==> config.mk <==
export PLATFORM = sky130hd
export DESIGN_NAME = multitap_text_entry_core
export DESIGN_NICKNAME = d
export VERILOG_FILES = /design/src/hdl/mte_pkg.sv /design/src/hdl/multitap_text_entry_core.sv /design/src/hdl/mte_datapath.sv /design/src/hdl/mte_ctrl.sv
export VERILOG_INCLUDE_DIRS = /design/src /design/src/hdl
export SDC_FILE = /design/constraint.sdc
export NUM_CORES = 1
export LEC_CHECK = 0
export BUFFER_PORTS_ARGS = -buffer_cell sky130_fd_sc_hd__buf_4
export CAP_MARGIN = 25
export CORE_ASPECT_RATIO = 1.25
export CORE_MARGIN = 1
export CORE_UTILIZATION = 42
export CTS_CLUSTER_DIAMETER = 40
export CTS_CLUSTER_SIZE = 28
export DETAILED_ROUTE_END_ITERATION = 8
export HOLD_SLACK_MARGIN = 0.1
export MAX_ROUTING_LAYER = met4
export PLACE_DENSITY = 0.65
export SYNTH_ARGS = -nofsm -noshare
export SYNTH_HDL_FRONTEND = slang
export SYNTH_SLANG_ARGS = --single-unit
==> constraint.sdc <==
create_clock -name clk -period 7.16 [get_ports clk]
set_clock_uncertainty 0.05 [all_clocks]
set_input_delay 1.432 -clock clk [delete_from_list [all_inputs] [get_ports clk]]
set_output_delay 1.432 -clock clk [all_outputs]
set_load 0.1 [all_outputs]
==> src/hdl/assert_macros.svh <==
// Assertion macros shared by the multi-tap text entry RTL.
// Define NO_ASSERTIONS to compile them out; no other dependencies.
`ifndef ASSERT_MACROS_SVH
`define ASSERT_MACROS_SVH
`ifndef NO_ASSERTIONS
`define ASSERT_RST(lbl, clk, rst, prop, msg) \
  lbl: assert property (@(posedge clk) disable iff (rst) prop) else $error(msg);
`define ASSERT_ALWAYS(lbl, clk, prop, msg) \
  lbl: assert property (@(posedge clk) prop) else $error(msg);
`else
`define ASSERT_RST(lbl, clk, rst, prop, msg)
`define ASSERT_ALWAYS(lbl, clk, prop, msg)
`endif
`endif

==> src/hdl/mte_pkg.sv <==
// Shared constants, command/status types and the letter table for the text entry core.
// No dependencies.
package mte_pkg;

  localparam int LINE_LEN = 32;
  localparam int SHOW_LEN = (LINE_LEN < 32) ? LINE_LEN : 32;
  localparam int IDX_W    = $clog2(LINE_LEN);
  localparam int CNT_W    = $clog2(LINE_LEN + 1);
  localparam int SUM_W    = CNT_W + 1;

  localparam logic [3:0] NO_KEY     = 4'd15;
  localparam logic [6:0] CHAR_SPACE = 7'h20;
  localparam logic [6:0] CHAR_ONE   = 7'h31;

  typedef struct packed {
    logic       load;
    logic       lookup;
    logic       apply;
    logic       emit;
    logic [4:0] emit_idx;
    logic       emit_last;
  } cmd_t;

  typedef struct packed {
    logic out_free;
    logic out_empty;
  } sts_t;

  // {third, second, first} letter of a key
  function automatic logic [20:0] letter_triple(input logic [3:0] key);
    logic [20:0] t;
    case (key)
      4'd0:    t = {7'h5A, 7'h51, 7'h2E};
      4'd1:    t = {7'h43, 7'h42, 7'h41};
      4'd2:    t = {7'h46, 7'h45, 7'h44};
      4'd3:    t = {7'h49, 7'h48, 7'h47};
      4'd4:    t = {7'h4C, 7'h4B, 7'h4A};
      4'd5:    t = {7'h4F, 7'h4E, 7'h4D};
      4'd6:    t = {7'h53, 7'h52, 7'h50};
      4'd7:    t = {7'h56, 7'h55, 7'h54};
      4'd8:    t = {7'h59, 7'h58, 7'h57};
      default: t = '0;
    endcase
    return t;
  endfunction

  // position base+off in the circular line buffer
  function automatic logic [IDX_W-1:0] wrap_pos(input logic [IDX_W-1:0] base,
                                                input logic [CNT_W-1:0] off);
    logic [SUM_W-1:0] s;
    s = SUM_W'(base) + SUM_W'(off);
    if (s >= SUM_W'(LINE_LEN)) begin
      s = s - SUM_W'(LINE_LEN);
    end
    return s[IDX_W-1:0];
  endfunction

endpackage

==> src/hdl/multitap_text_entry_core.sv <==
// Top level of the multi-tap keypad text entry core.
// Depends on mte_pkg, mte_ctrl, mte_datapath and assert_macros.svh.

// Each input beat is one nine-key snapshot; each snapshot updates the text line and
// then streams the whole line out as 32 beats, one character per beat, the last one
// marked by m_tlast. An item is latched, the last character is looked up and the
// update applied, then the line is output one character per cycle while m_tready
// allows, through the single read port of the line memory. A new snapshot is
// taken as soon as the final beat of the previous item is loaded into the output
// register, but its update waits until that beat has been taken.
`include "assert_macros.svh"
module multitap_text_entry_core (
  input  logic        clk,
  input  logic        rst,
  input  logic        s_tvalid,
  output logic        s_tready,
  input  logic [15:0] s_tdata,   // keys[8:0], zero padded
  output logic        m_tvalid,
  input  logic        m_tready,
  output logic [39:0] m_tdata,   // char_index[4:0], char_code[11:5], text_length[17:12],
                                 // number_mode[18], count_thousands[22:19],
                                 // count_hundreds[26:23], count_tens[30:27],
                                 // count_ones[34:31], zero padded
  output logic        m_tlast    // last_char
);

  mte_pkg::cmd_t cmd;
  mte_pkg::sts_t sts;

  mte_ctrl u_ctrl (
    .clk      (clk),
    .rst      (rst),
    .s_tvalid (s_tvalid),
    .s_tready (s_tready),
    .sts      (sts),
    .cmd      (cmd)
  );

  mte_datapath u_datapath (
    .clk      (clk),
    .rst      (rst),
    .s_tdata  (s_tdata),
    .cmd      (cmd),
    .sts      (sts),
    .m_tvalid (m_tvalid),
    .m_tready (m_tready),
    .m_tdata  (m_tdata),
    .m_tlast  (m_tlast)
  );

  `ASSERT_RST(a_one_item, clk, rst, (s_tvalid && s_tready) |=> !s_tready, "second item taken while busy")
  `ASSERT_ALWAYS(a_apply_drained, clk, cmd.apply |-> !m_tvalid, "state updated with a beat pending")
  `ASSERT_RST(a_last_index, clk, rst, (m_tvalid && m_tlast) |-> (m_tdata[4:0] == 5'(mte_pkg::SHOW_LEN - 1)), "tlast on wrong index")

endmodule

==> src/hdl/mte_datapath.sv <==
// Datapath: key latch, circular line memory, mode/count registers and output beat register.
// Depends on mte_pkg; driven by mte_ctrl commands.
module mte_datapath (
  input  logic              clk,
  input  logic              rst,
  input  logic [15:0]       s_tdata,   // [8:0] keys
  input  mte_pkg::cmd_t     cmd,
  output mte_pkg::sts_t     sts,
  output logic              m_tvalid,
  input  logic              m_tready,
  output logic [39:0]       m_tdata,   // char_index, char_code, text_length, number_mode,
                                       // count_thousands, count_hundreds, count_tens, count_ones
  output logic              m_tlast    // last_char
);

  logic [6:0]                  mem [mte_pkg::LINE_LEN];
  logic [8:0]                  key_snap;
  logic [mte_pkg::IDX_W-1:0]   head, head_next;
  logic [mte_pkg::CNT_W-1:0]   count, count_next, last_off;
  logic [3:0]                  last_key, last_key_next;
  logic                        mode, mode_next;
  logic [15:0]                 press_bcd;
  logic [1:0]                  add_amt;
  logic [6:0]                  rdata;
  logic [4:0]                  out_idx;
  logic                        out_last, out_blank, out_valid;

  logic [3:0]                  k;
  logic [20:0]                 triple;
  logic [6:0]                  t0, t1, t2;
  logic                        app, rep, we, rd_en;
  logic [6:0]                  app_char, rep_char, wdata;
  logic [mte_pkg::IDX_W-1:0]   app_addr, last_addr, emit_addr, waddr, raddr;

  function automatic logic [15:0] bcd_add(input logic [15:0] v, input logic [1:0] amt);
    logic [4:0]  s;
    logic [1:0]  c;
    logic [15:0] r;
    c = amt;
    r = v;
    for (int d = 0; d < 4; d++) begin
      s = 5'(r[d*4 +: 4]) + 5'(c);
      if (s >= 5'd10) begin
        s = s - 5'd10;
        c = 2'd1;
      end else begin
        c = 2'd0;
      end
      r[d*4 +: 4] = s[3:0];
    end
    return r;
  endfunction

  assign sts.out_free  = !out_valid || m_tready;
  assign sts.out_empty = !out_valid;

  always_comb begin
    k = 4'd0;
    for (int b = 8; b >= 0; b--) begin
      if (key_snap[b]) begin
        k = 4'(b);
      end
    end
  end

  assign triple = mte_pkg::letter_triple(k);
  assign t0 = triple[6:0];
  assign t1 = triple[13:7];
  assign t2 = triple[20:14];

  assign last_off  = (count == '0) ? '0 : count - 1'b1;
  assign app_addr  = mte_pkg::wrap_pos(head, count);
  assign last_addr = mte_pkg::wrap_pos(head, last_off);
  assign emit_addr = mte_pkg::wrap_pos(head, mte_pkg::CNT_W'(cmd.emit_idx));

  always_comb begin
    if (rdata == t0) begin
      rep_char = t1;
    end else if (rdata == t1) begin
      rep_char = t2;
    end else if (rdata == t2) begin
      rep_char = t0;
    end else begin
      rep_char = t1;
    end
  end

  always_comb begin
    count_next    = count;
    head_next     = head;
    last_key_next = last_key;
    mode_next     = mode;
    add_amt       = 2'd0;
    app           = 1'b0;
    rep           = 1'b0;
    app_char      = t0;
    if (key_snap[1] && key_snap[2]) begin
      count_next    = '0;
      last_key_next = mte_pkg::NO_KEY;
      add_amt       = 2'd2;
    end else if (key_snap[4] && key_snap[5]) begin
      mode_next = !mode;
      add_amt   = 2'd2;
    end else if (key_snap[7] && key_snap[8]) begin
      if (last_key == mte_pkg::NO_KEY) begin
        app      = 1'b1;
        app_char = mte_pkg::CHAR_SPACE;
      end else begin
        last_key_next = mte_pkg::NO_KEY;
      end
      add_amt = 2'd2;
    end else if (key_snap != '0) begin
      if (mode) begin
        app      = 1'b1;
        app_char = mte_pkg::CHAR_ONE + 7'(k);
      end else if (last_key == k && count != '0) begin
        rep = 1'b1;
      end else begin
        app           = 1'b1;
        app_char      = t0;
        last_key_next = k;
      end
      add_amt = 2'd1;
    end
    if (app) begin
      if (count == mte_pkg::CNT_W'(mte_pkg::LINE_LEN)) begin
        head_next = mte_pkg::wrap_pos(head, mte_pkg::CNT_W'(1));
      end else begin
        count_next = count + 1'b1;
      end
    end
  end

  assign we    = cmd.apply && (app || rep);
  assign waddr = rep ? last_addr : app_addr;
  assign wdata = rep ? rep_char : app_char;
  assign rd_en = cmd.lookup || (cmd.emit && sts.out_free);
  assign raddr = cmd.lookup ? last_addr : emit_addr;

  always_ff @(posedge clk) begin
    if (we) begin
      mem[waddr] <= wdata;
    end
    if (rd_en) begin
      rdata <= mem[raddr];
    end
  end

  always_ff @(posedge clk) begin
    if (cmd.load) begin
      key_snap <= s_tdata[8:0];
    end
    if (cmd.emit && sts.out_free) begin
      out_idx   <= cmd.emit_idx;
      out_last  <= cmd.emit_last;
      out_blank <= mte_pkg::CNT_W'(cmd.emit_idx) >= count;
    end
  end

  always_ff @(posedge clk) begin
    if (rst) begin
      head      <= '0;
      count     <= '0;
      last_key  <= mte_pkg::NO_KEY;
      mode      <= 1'b0;
      press_bcd <= '0;
      out_valid <= 1'b0;
    end else begin
      if (cmd.apply) begin
        head      <= head_next;
        count     <= count_next;
        last_key  <= last_key_next;
        mode      <= mode_next;
        press_bcd <= bcd_add(press_bcd, add_amt);
      end
      if (sts.out_free) begin
        out_valid <= cmd.emit;
      end
    end
  end

  assign m_tvalid = out_valid;
  assign m_tlast  = out_last;
  assign m_tdata  = {5'd0, press_bcd[3:0], press_bcd[7:4], press_bcd[11:8], press_bcd[15:12],
                     mode, 6'(count), (out_blank ? 7'd0 : rdata), out_idx};

endmodule

==> src/hdl/mte_ctrl.sv <==
// Controller: sequences latch, lookup, apply and the per-character emit scan.
// Depends on mte_pkg; commands mte_datapath.
module mte_ctrl (
  input  logic          clk,
  input  logic          rst,
  input  logic          s_tvalid,
  output logic          s_tready,
  input  mte_pkg::sts_t sts,
  output mte_pkg::cmd_t cmd
);

  typedef enum logic [3:0] {
    ST_IDLE   = 4'b0001,
    ST_LOOKUP = 4'b0010,
    ST_APPLY  = 4'b0100,
    ST_EMIT   = 4'b1000
  } state_t;

  state_t     state, state_next;
  logic [4:0] emit_cnt, emit_cnt_next;
  logic       at_last;

  assign at_last = emit_cnt == 5'(mte_pkg::SHOW_LEN - 1);

  always_comb begin
    state_next    = state;
    emit_cnt_next = emit_cnt;
    cmd           = '0;
    cmd.emit_idx  = emit_cnt;
    cmd.emit_last = at_last;
    s_tready      = 1'b0;
    case (state)
      ST_IDLE: begin
        s_tready = 1'b1;
        if (s_tvalid) begin
          cmd.load   = 1'b1;
          state_next = ST_LOOKUP;
        end
      end
      ST_LOOKUP: begin
        if (sts.out_empty) begin
          cmd.lookup = 1'b1;
          state_next = ST_APPLY;
        end
      end
      ST_APPLY: begin
        cmd.apply     = 1'b1;
        emit_cnt_next = '0;
        state_next    = ST_EMIT;
      end
      ST_EMIT: begin
        if (sts.out_free) begin
          cmd.emit      = 1'b1;
          emit_cnt_next = emit_cnt + 1'b1;
          if (at_last) begin
            state_next = ST_IDLE;
          end
        end
      end
      default: begin
        state_next = ST_IDLE;
      end
    endcase
  end

  always_ff @(posedge clk) begin
    if (rst) begin
      state    <= ST_IDLE;
      emit_cnt <= '0;
    end else begin
      state    <= state_next;
      emit_cnt <= emit_cnt_next;
    end
  end

endmodule

==> results.rst, run 1 <==
.. list-table::
   :header-rows: 1

   * - Metric
     - Value
   * - Result of the run
     - finished, final reports clean
   * - Async SR Flop Fraction
     - 0%
   * - Power spent charging and discharging nets
     - 1.00 mW
   * - Compound-gate portion of the synthesized area
     - 10.4%
   * - Number of global-route vias before repair
     - 9897
   * - Post-synthesis share of cell area spent on and, or, nand and nor gates
     - 13.0%
   * - Internal power
     - 3.25 mW
   * - Weighted congestion at the end of routability-driven global placement
     - 0.935
   * - Max Fclk
     - 151 MHz
   * - Per-cell via count in the routed design
     - 5.66
   * - Ratio of final minimum period to clock period
     - 92.5%
   * - Total leakage power
     - 6.65 nW
   * - Main combinational cell family by area after synthesis
     - simple AND/OR/NAND/NOR gates
   * - Die Area
     - 35300 sq um
   * - Number of top-level design ports
     - 63
   * - Hold Fails Final Rpt
     - 0
   * - Min-Delay Startpoint
     - u_datapath.press_bcd[4]$_SDFFE_PP0P_
   * - Core area
     - 33800 sq um
   * - Worst setup path category
     - flip-flop to flip-flop
   * - Sort of element at the start of the critical path
     - flip-flop
   * - Ant diodes
     - 0
   * - CP Data Required Time
     - 7.56 ns
   * - Final routed wire length divided by cell count
     - 19.6 um
   * - Register bit count reported by yosys
     - 289
   * - Sort of element at the end of the critical path
     - flip-flop
   * - Pin count of the biggest net entering global routing
     - 113
   * - Crit Path Max Fanout
     - 7
   * - Switching part of the total
     - 23.6%
   * - Cell at the slowest stage of the critical path
     - edfxtp_1
   * - Clock latency on the worst-skew pair
     - 0.53 ns
   * - HP Class
     - flip-flop to flip-flop
   * - Port Buf Inserts
     - 50
   * - Number of buffers created by CTS
     - 41
   * - Gr usage total
     - 20.3%
   * - Synth warnings
     - 0
   * - Number of clock sinks
     - 289
   * - Most frequent cell on the critical path
     - ha_1
   * - Worst-case clock buffer depth
     - 3
   * - Worst vdd ir
     - 0.000193 V
   * - Overall via count from detail_route
     - 9946
   * - Number of H-tree branching levels
     - 2
   * - Clock power share
     - 48.3%
   * - Dpl cells
     - 1675
   * - Vertical die dimension
     - 210 um
   * - Slew Limit Headroom
     - 31.9%
   * - Final setup violation count
     - 0
   * - Biggest cell delay along the critical path
     - 0.52 ns
   * - Total detailed-routing wirelength
     - 34500 um
   * - Clock slew at reported path FFs
     - 0.05 ns
   * - Post-synth top flop
     - edfxtp_1
   * - Number of synthesized flops with an enable pin
     - 247
   * - Power density relative to cell area
     - 246 nW/um^2
   * - Post-CTS Hold Buffers
     - 0
   * - Cell area after synthesis
     - 14500 sq um
   * - Number of iterations in the first detailed-routing pass
     - 8
   * - Worst reg2reg path startpoint
     - u_datapath.key_snap[5]$_DFFE_PP_
   * - Adder-cell share of the synthesized area
     - 4.01%
   * - Avg Synthesized Cell Area
     - 12.0 sq um
   * - Multiplexer share of the synthesized area
     - 10.2%
   * - Worst Tran Pin Value
     - 1.02 ns
   * - Layout-stage area growth over the synthesis result
     - 19.2%
   * - Row Count
     - 75
   * - Post-layout min period
     - 6.62 ns
   * - Post-synthesis sequential area ratio
     - 57.0%
   * - Final hold slack
     - 0.424 ns
   * - Gate count after technology mapping
     - 1207
   * - First-pass GRT wire length
     - 53800 um
   * - Final core area utilization
     - 51.1%
   * - RSZ-0062 raised after global routing
     - no
   * - Setup TNS
     - 0 ns
   * - Number of routed nets with antenna violations
     - 0
   * - Gate power share
     - 7.1%
   * - Critical path arrival
     - 7.03 ns
   * - TritonCTS clock tree
     - built
   * - Share of the synthesized netlist area taken by xor and xnor gates
     - 2.48%
   * - Clock root buffer
     - clkbuf_16
   * - Detailed Place HPWL
     - 22500 um
   * - Layout net count
     - 1367
   * - Number of fill cells
     - 2927
   * - Source of the critical timing path
     - u_datapath.key_snap[5]$_DFFE_PP_
   * - Initial standard-cell utilization of the core
     - 42.9%
   * - Total global routing overflow
     - 0
   * - Number of antenna violations at the first check in global routing
     - 0
   * - Number of max-slew violations in the final report
     - 0
   * - Number of DRC violations after detailed-routing iteration 0
     - 533
   * - Share of post-route cells with drive strength above 1
     - 18.3%
   * - Distinct cell type count of the synthesized netlist
     - 76
   * - Non-Filler Instances
     - 1758
   * - Part of the power in registers
     - 44.6%
   * - DRC violations left
     - 0
   * - Max Cap Violations
     - 0
   * - Die X-Extent
     - 168 um
[power groups by stage]
stage	clock network (mW)	registers [mW]	logic, mW
floorplan	0	1.94	0.174
global placement	0	1.93	0.281
detailed placement	0	1.93	0.292
CTS	2.09	1.90	0.293
global route	2.17	1.90	0.325
finish	2.05	1.90	0.302
[state kept, by name, indices dropped and copies added (netlist names)]
| signal | count |
|---|---|
| u_datapath.out_blank | 1 |
| u_datapath.key_snap | 9 |
| u_datapath.m_tlast | 1 |
| u_datapath.mode | 1 |
| u_datapath.count | 6 |
| u_datapath.mem | 224 |
| u_datapath.m_tvalid | 1 |
| u_ctrl.state | 4 |
| u_datapath.last_key | 4 |
| u_datapath.head | 5 |
| u_datapath.out_idx | 5 |
| u_datapath.press_bcd | 16 |
| u_datapath.rdata | 7 |
| u_ctrl.emit_cnt | 5 |
[cells in the mapped netlist (26+ instances only)]
| master | n | area (sq um) |
|---|---|---|
| ha_1 | 40 | 500 |
| a21oi_1 | 49 | 245 |
| nor2_1 | 54 | 203 |
| nor4_1 | 32 | 200 |
| inv_1 | 26 | 97.6 |
| clkbuf_1 | 42 | 158 |
| dfxtp_1 | 42 | 841 |
| mux2i_1 | 137 | 1370 |
| a211oi_1 | 34 | 255 |
| o21ai_0 | 34 | 170 |
| nand2_1 | 118 | 443 |
| and3_1 | 35 | 219 |
| edfxtp_1 | 247 | 7420 |
| a31oi_1 | 32 | 200 |
[cells by family (layout without fill, tap and decap cells)]
group,count (synthesis),in the layout
flops,289,289
xor+xnor,41,41
compound gates,226,226
buf+inv,98,222
simple gates,362,362
mux,146,146
fa+ha+maj,44,44
other cells,1,5
[cells in the final DEF (no fill, tap or decap), types with 24 or more instances in the layout]
| master | instances |
|---|---|
| edfxtp_1 | 247 |
| mux2i_1 | 135 |
| nand2_1 | 118 |
| buf_4 | 114 |
| nor2_1 | 52 |
| a21oi_1 | 47 |
| clkbuf_16 | 42 |
| dfxtp_1 | 42 |
| and3_1 | 35 |
| ha_1 | 35 |
| a211oi_1 | 34 |
| o21ai_0 | 32 |
| a31oi_1 | 30 |
| nor4_1 | 30 |
| inv_1 | 26 |
| xnor2_1 | 24 |
[stage by stage]
stage | power (mW) | setup slack (ns) | instance area [sq um]
final | 4.25 | 0.537 | 17300
after global routing | 4.39 | 0.00223 | 17300
after floorplan | 2.12 | 0.0104 | 14500
after global placement | 2.21 | 0.271 | 15600
after CTS | 4.28 | 0.0114 | 17100
after detailed placement | 2.22 | -0.0305 | 15700
[layer usage]
metal / GRT usage (%) / up-vias / wire length [um]
li1: - / 4769 / -
met1: 24.1 / 4841 / 14200
met2: 34.8 / 263 / 17700
met3: 2.87 / 73 / 1530
met4: 7.87 / 0 / 1150
met5: - / - / 0
[critical path: cells and delay by family (launching register included)]
family | cells | cell delay (ns)
adders and majority gates | 12 | 2.89
AOI/OAI and AO/OA | 11 | 1.48
and+or+nand+nor | 6 | 0.85
DFF | 1 | 0.52
xor gates and xnor gates | 3 | 0.49
buffers and inverters | 3 | 0.30
[cell type report]
class                   instances  area (sq um)  share of cell area, %
repair buffers                121           977                   5.66
clock buffers                  47          1070                   6.19
clock inverters                28           344                   1.99
well taps                     423           529                   3.06
flip-flops and latches        289          8260                   47.8
inverters                      26          97.6                  0.565
multi-input cells             824          6000                   34.7
[final timing paths]
check	to	slack, ns	depth (start not counted)
max	u_datapath.press_bcd[14]$_SDFFE_PP0P_	0.54	35
min	u_datapath.press_bcd[4]$_SDFFE_PP0P_	0.42	2
max reg2reg	u_datapath.press_bcd[14]$_SDFFE_PP0P_	0.54	35
min reg2reg	u_datapath.press_bcd[4]$_SDFFE_PP0P_	0.42	2
[repair_timing]
| action | in CTS | in global routing |
|---|---|---|
| buffers inserted | 0 | 6 |
| gates resized for setup | 1 | 18 |
| setup endpoints to repair | 2 | 3 |
| pin swaps | 0 | 3 |
| cloned | 0 | 0 |
(Power assumes the default switching activity.)
==> inputs of run 2 (changes only) <==
--- a/config.mk
+++ b/config.mk
@@ -8,7 +8,7 @@
 export LEC_CHECK = 0
 export BUFFER_PORTS_ARGS = -buffer_cell sky130_fd_sc_hd__buf_4
 export CAP_MARGIN = 25
-export CORE_ASPECT_RATIO = 1.25
+export CORE_ASPECT_RATIO = 0.7
 export CORE_MARGIN = 1
 export CORE_UTILIZATION = 42
 export CTS_CLUSTER_DIAMETER = 40
==> run 2 against run 1 <==
Against the previous run: sequential share of layout area grew 0.90 points; global-route usage increased by 0.42 points; largest cell class unchanged; critical path depth grew 3; non-clock buffer count unchanged.
==> results.rst, run 2 (same netlist as run 1, synthesis figures left out) <==
.. list-table::
   :header-rows: 1

   * - Metric
     - Value
   * - Clock power share
     - 41.7% (-6.6 points)
   * - Clock slew at reported path FFs
     - 0.06 ns (about the same)
   * - Critical path arrival
     - 7.18 ns (+0.15 ns)
   * - Crit Path Max Fanout
     - 7 (unchanged)
   * - Sort of element at the start of the critical path
     - flip-flop
   * - Final core area utilization
     - 50.3% (-0.83 points)
   * - Overall via count from detail_route
     - 9980 (+0.34%)
   * - Total global routing overflow
     - 0 (unchanged)
   * - Number of antenna violations at the first check in global routing
     - 1 (+1)
   * - Per-cell via count in the routed design
     - 5.60 (-1.0%)
   * - Sort of element at the end of the critical path
     - flip-flop
   * - Registers with the most flip-flops
     - u_datapath.mem (224), u_datapath.press_bcd (16), u_datapath.key_snap (9)
   * - Part of the power in registers
     - 50.1% (+5.5 points)
   * - Gr usage total
     - 20.7% (+0.42 points)
   * - Max Fclk
     - 149 MHz (-1.6%)
   * - Clock root buffer
     - clkbuf_16
   * - Most frequent cell on the critical path
     - ha_2
   * - Number of global-route vias before repair
     - 9461 (-4.4%)
   * - Port Buf Inserts
     - 50 (unchanged)
   * - Post-layout min period
     - 6.73 ns (+0.111 ns)
   * - Biggest register
     - u_datapath.mem
   * - Final setup violation count
     - 0 (unchanged)
   * - Power spent charging and discharging nets
     - 0.937 mW (-6.4%)
   * - Number of top-level design ports
     - 63 (unchanged)
   * - Leading cell type in the layout, fill and taps excluded
     - edfxtp_1
   * - Worst vdd ir
     - 0.000191 V (-0.91%)
   * - Final routed wire length divided by cell count
     - 19.8 um (+0.90%)
   * - Gate power share
     - 8.2% (+1.1 points)
   * - Slew Limit Headroom
     - 29.1% (-2.7 points)
   * - Number of routed nets with antenna violations
     - 0 (unchanged)
   * - Power density relative to cell area
     - 223 nW/um^2 (-9.4%)
   * - Layout net count
     - 1357 (-0.73%)
   * - Final total power
     - 3.78 mW (-11%)
   * - Pin count of the biggest net entering global routing
     - 57 (-50%)
   * - Worst Tran Pin Value
     - 1.04 ns (+0.0210 ns)
   * - Worst reg2reg path startpoint
     - u_datapath.key_snap[1]$_DFFE_PP_
   * - Number of flip-flops in the largest register
     - 224 (unchanged)
   * - Crit Reg-Reg Endpoint
     - u_datapath.press_bcd[13]$_SDFFE_PP0P_
   * - CP Data Required Time
     - 7.60 ns (+0.04 ns)
   * - Weighted congestion at the end of routability-driven global placement
     - 0.927 (-0.91%)
   * - Total detailed-routing wirelength
     - 35300 um (+2.3%)
   * - Number of clock sinks
     - 289 (unchanged)
   * - Clock latency on the worst-skew pair
     - 0.57 ns (+0.04 ns)
   * - Result of the run
     - finished, final reports clean
   * - Flop2flop setup slack
     - 0.43 ns (-0.11 ns)
   * - Endpoint of the worst hold path
     - u_datapath.press_bcd[4]$_SDFFE_PP0P_
   * - Worst hold path cell count
     - 2 (unchanged)
   * - Non-Filler Instances
     - 1782 (+1.4%)
   * - First-pass GRT wire length
     - 54600 um (+1.3%)
   * - Worst-case clock buffer depth
     - 3 (unchanged)
   * - Min-Delay Startpoint
     - u_datapath.press_bcd[4]$_SDFFE_PP0P_
   * - TritonCTS clock tree
     - built
   * - Setup TNS
     - 0 ns (unchanged)
   * - Ratio of final minimum period to clock period
     - 94.0% (+1.6 points)
   * - Vertical die dimension
     - 157 um (-25%)
   * - Internal power
     - 2.84 mW (-13%)
   * - Die Area
     - 35300 sq um (about the same)
   * - Number of DRC violations after detailed-routing iteration 0
     - 810 (+52%)
   * - Max Cap Violations
     - 0 (unchanged)
   * - Biggest cell delay along the critical path
     - 0.49 ns (-0.03 ns)
   * - Hold Fails Final Rpt
     - 0 (unchanged)
   * - Number of iterations in the first detailed-routing pass
     - 5 (-3)
   * - Initial standard-cell utilization of the core
     - 43.0% (+0.10 points)
   * - Switching part of the total
     - 24.8% (+1.2 points)
   * - Die X-Extent
     - 224 um (+33%)
   * - Number of max-slew violations in the final report
     - 0 (unchanged)
   * - Core area
     - 33700 sq um (-0.24%)
   * - Total leakage power
     - 6.44 nW (-3.1%)
   * - Worst reg-to-reg path cell count
     - 38 (+8.6%)
   * - Layout-stage area growth over the synthesis result
     - 17.0%
   * - Cell at the slowest stage of the critical path
     - fa_2
   * - Share of post-route cells with drive strength above 1
     - 17.7% (-0.59 points)
   * - DRC violations left
     - 0 (unchanged)
   * - Dpl cells
     - 1720 (+2.7%)
   * - Placement-stage cell area
     - 15800 sq um (+0.45%)
   * - Worst setup path category
     - flip-flop to flip-flop
   * - HP Class
     - flip-flop to flip-flop
   * - Leading cell types in the layout, fill and taps excluded
     - 247 x edfxtp_1, 135 x mux2i_1, 117 x nand2_1, 115 x buf_4, 52 x nor2_1
   * - Row Count
     - 56 (-25%)
   * - Number of H-tree branching levels
     - 1 (-1)
   * - Design Area, Final
     - 17000 sq um (-1.9%)
   * - Number of buffers created by CTS
     - 31 (-24%)
   * - Detailed Place HPWL
     - 23200 um (+3.0%)
==> run 2: repair_timing <==
| action | in CTS | in global routing |
|---|---|---|
| buffers inserted | 0 | 2 |
| setup endpoints to repair | 2 | 3 |
| hold buffers | 0 | 0 |
| pin swaps | 0 | 7 |
| resized for setup | 5 | 23 |
==> run 2: worst max-delay path by stage <==
stage / start / slack [ns] / endpoint
after floorplan: u_datapath.key_snap[1]$_DFFE_PP_ / 0.01 / u_datapath.press_bcd[14]$_SDFFE_PP0P_
after global placement: u_datapath.key_snap[0]$_DFFE_PP_ / 0.21 / u_datapath.press_bcd[13]$_SDFFE_PP0P_
after detailed placement: u_datapath.key_snap[1]$_DFFE_PP_ / -0.08 / u_datapath.press_bcd[13]$_SDFFE_PP0P_
after CTS: u_datapath.key_snap[1]$_DFFE_PP_ / 0.03 / u_datapath.press_bcd[13]$_SDFFE_PP0P_
after global routing: u_datapath.key_snap[1]$_DFFE_PP_ / -0.001 / u_datapath.press_bcd[14]$_SDFFE_PP0P_
final: u_datapath.key_snap[1]$_DFFE_PP_ / 0.43 / u_datapath.press_bcd[13]$_SDFFE_PP0P_
==> run 2: per-layer routing <==
metal,global-route usage (%),part of all wire (%)
met3,3.83,6.5
met1,30.1,49
met5,-,0
met4,4.01,2.0
met2,30.1,42
==> run 2: layout make-up <==
type | count | area, sq um
tap | 464 | 581
sequential | 289 | 8260
multi-input combinational | 824 | 6050
timing repair buffer | 121 | 966
antenna | 1 | 2.50
inverter | 26 | 97.6
fill | 2870 | 16700
clock buffer | 38 | 822
clock inverter | 19 | 180
==> run 2: power by group through the flow <==
stage	Combinational, mW	Sequential, mW	Clock (mW)
2_1_floorplan	0.174	1.94	0
4_1_cts	0.301	1.89	1.60
3_3_place_gp	0.288	1.93	0
3_5_place_dp	0.299	1.93	0
6_report	0.309	1.89	1.58
5_1_grt	0.332	1.89	1.67
==> run 2: worst max-delay path, delay by kind of cell (launching register included) <==
kind,cells,cell delay (ns)
compound gates,11,1.37
simple gates,6,0.78
buf+inv,6,0.74
xor+xnor,3,0.47
fa+ha+maj,12,2.82
flops,1,0.41
==> run 2: per-stage QoR <==
stage	worst slack, ns	hold WS, ns
3_3_place_gp	0.207	0.414
6_report	0.426	0.423
2_1_floorplan	0.0104	0.446
5_1_grt	-0.00101	0.468
4_1_cts	0.0342	0.427
3_5_place_dp	-0.0806	0.418
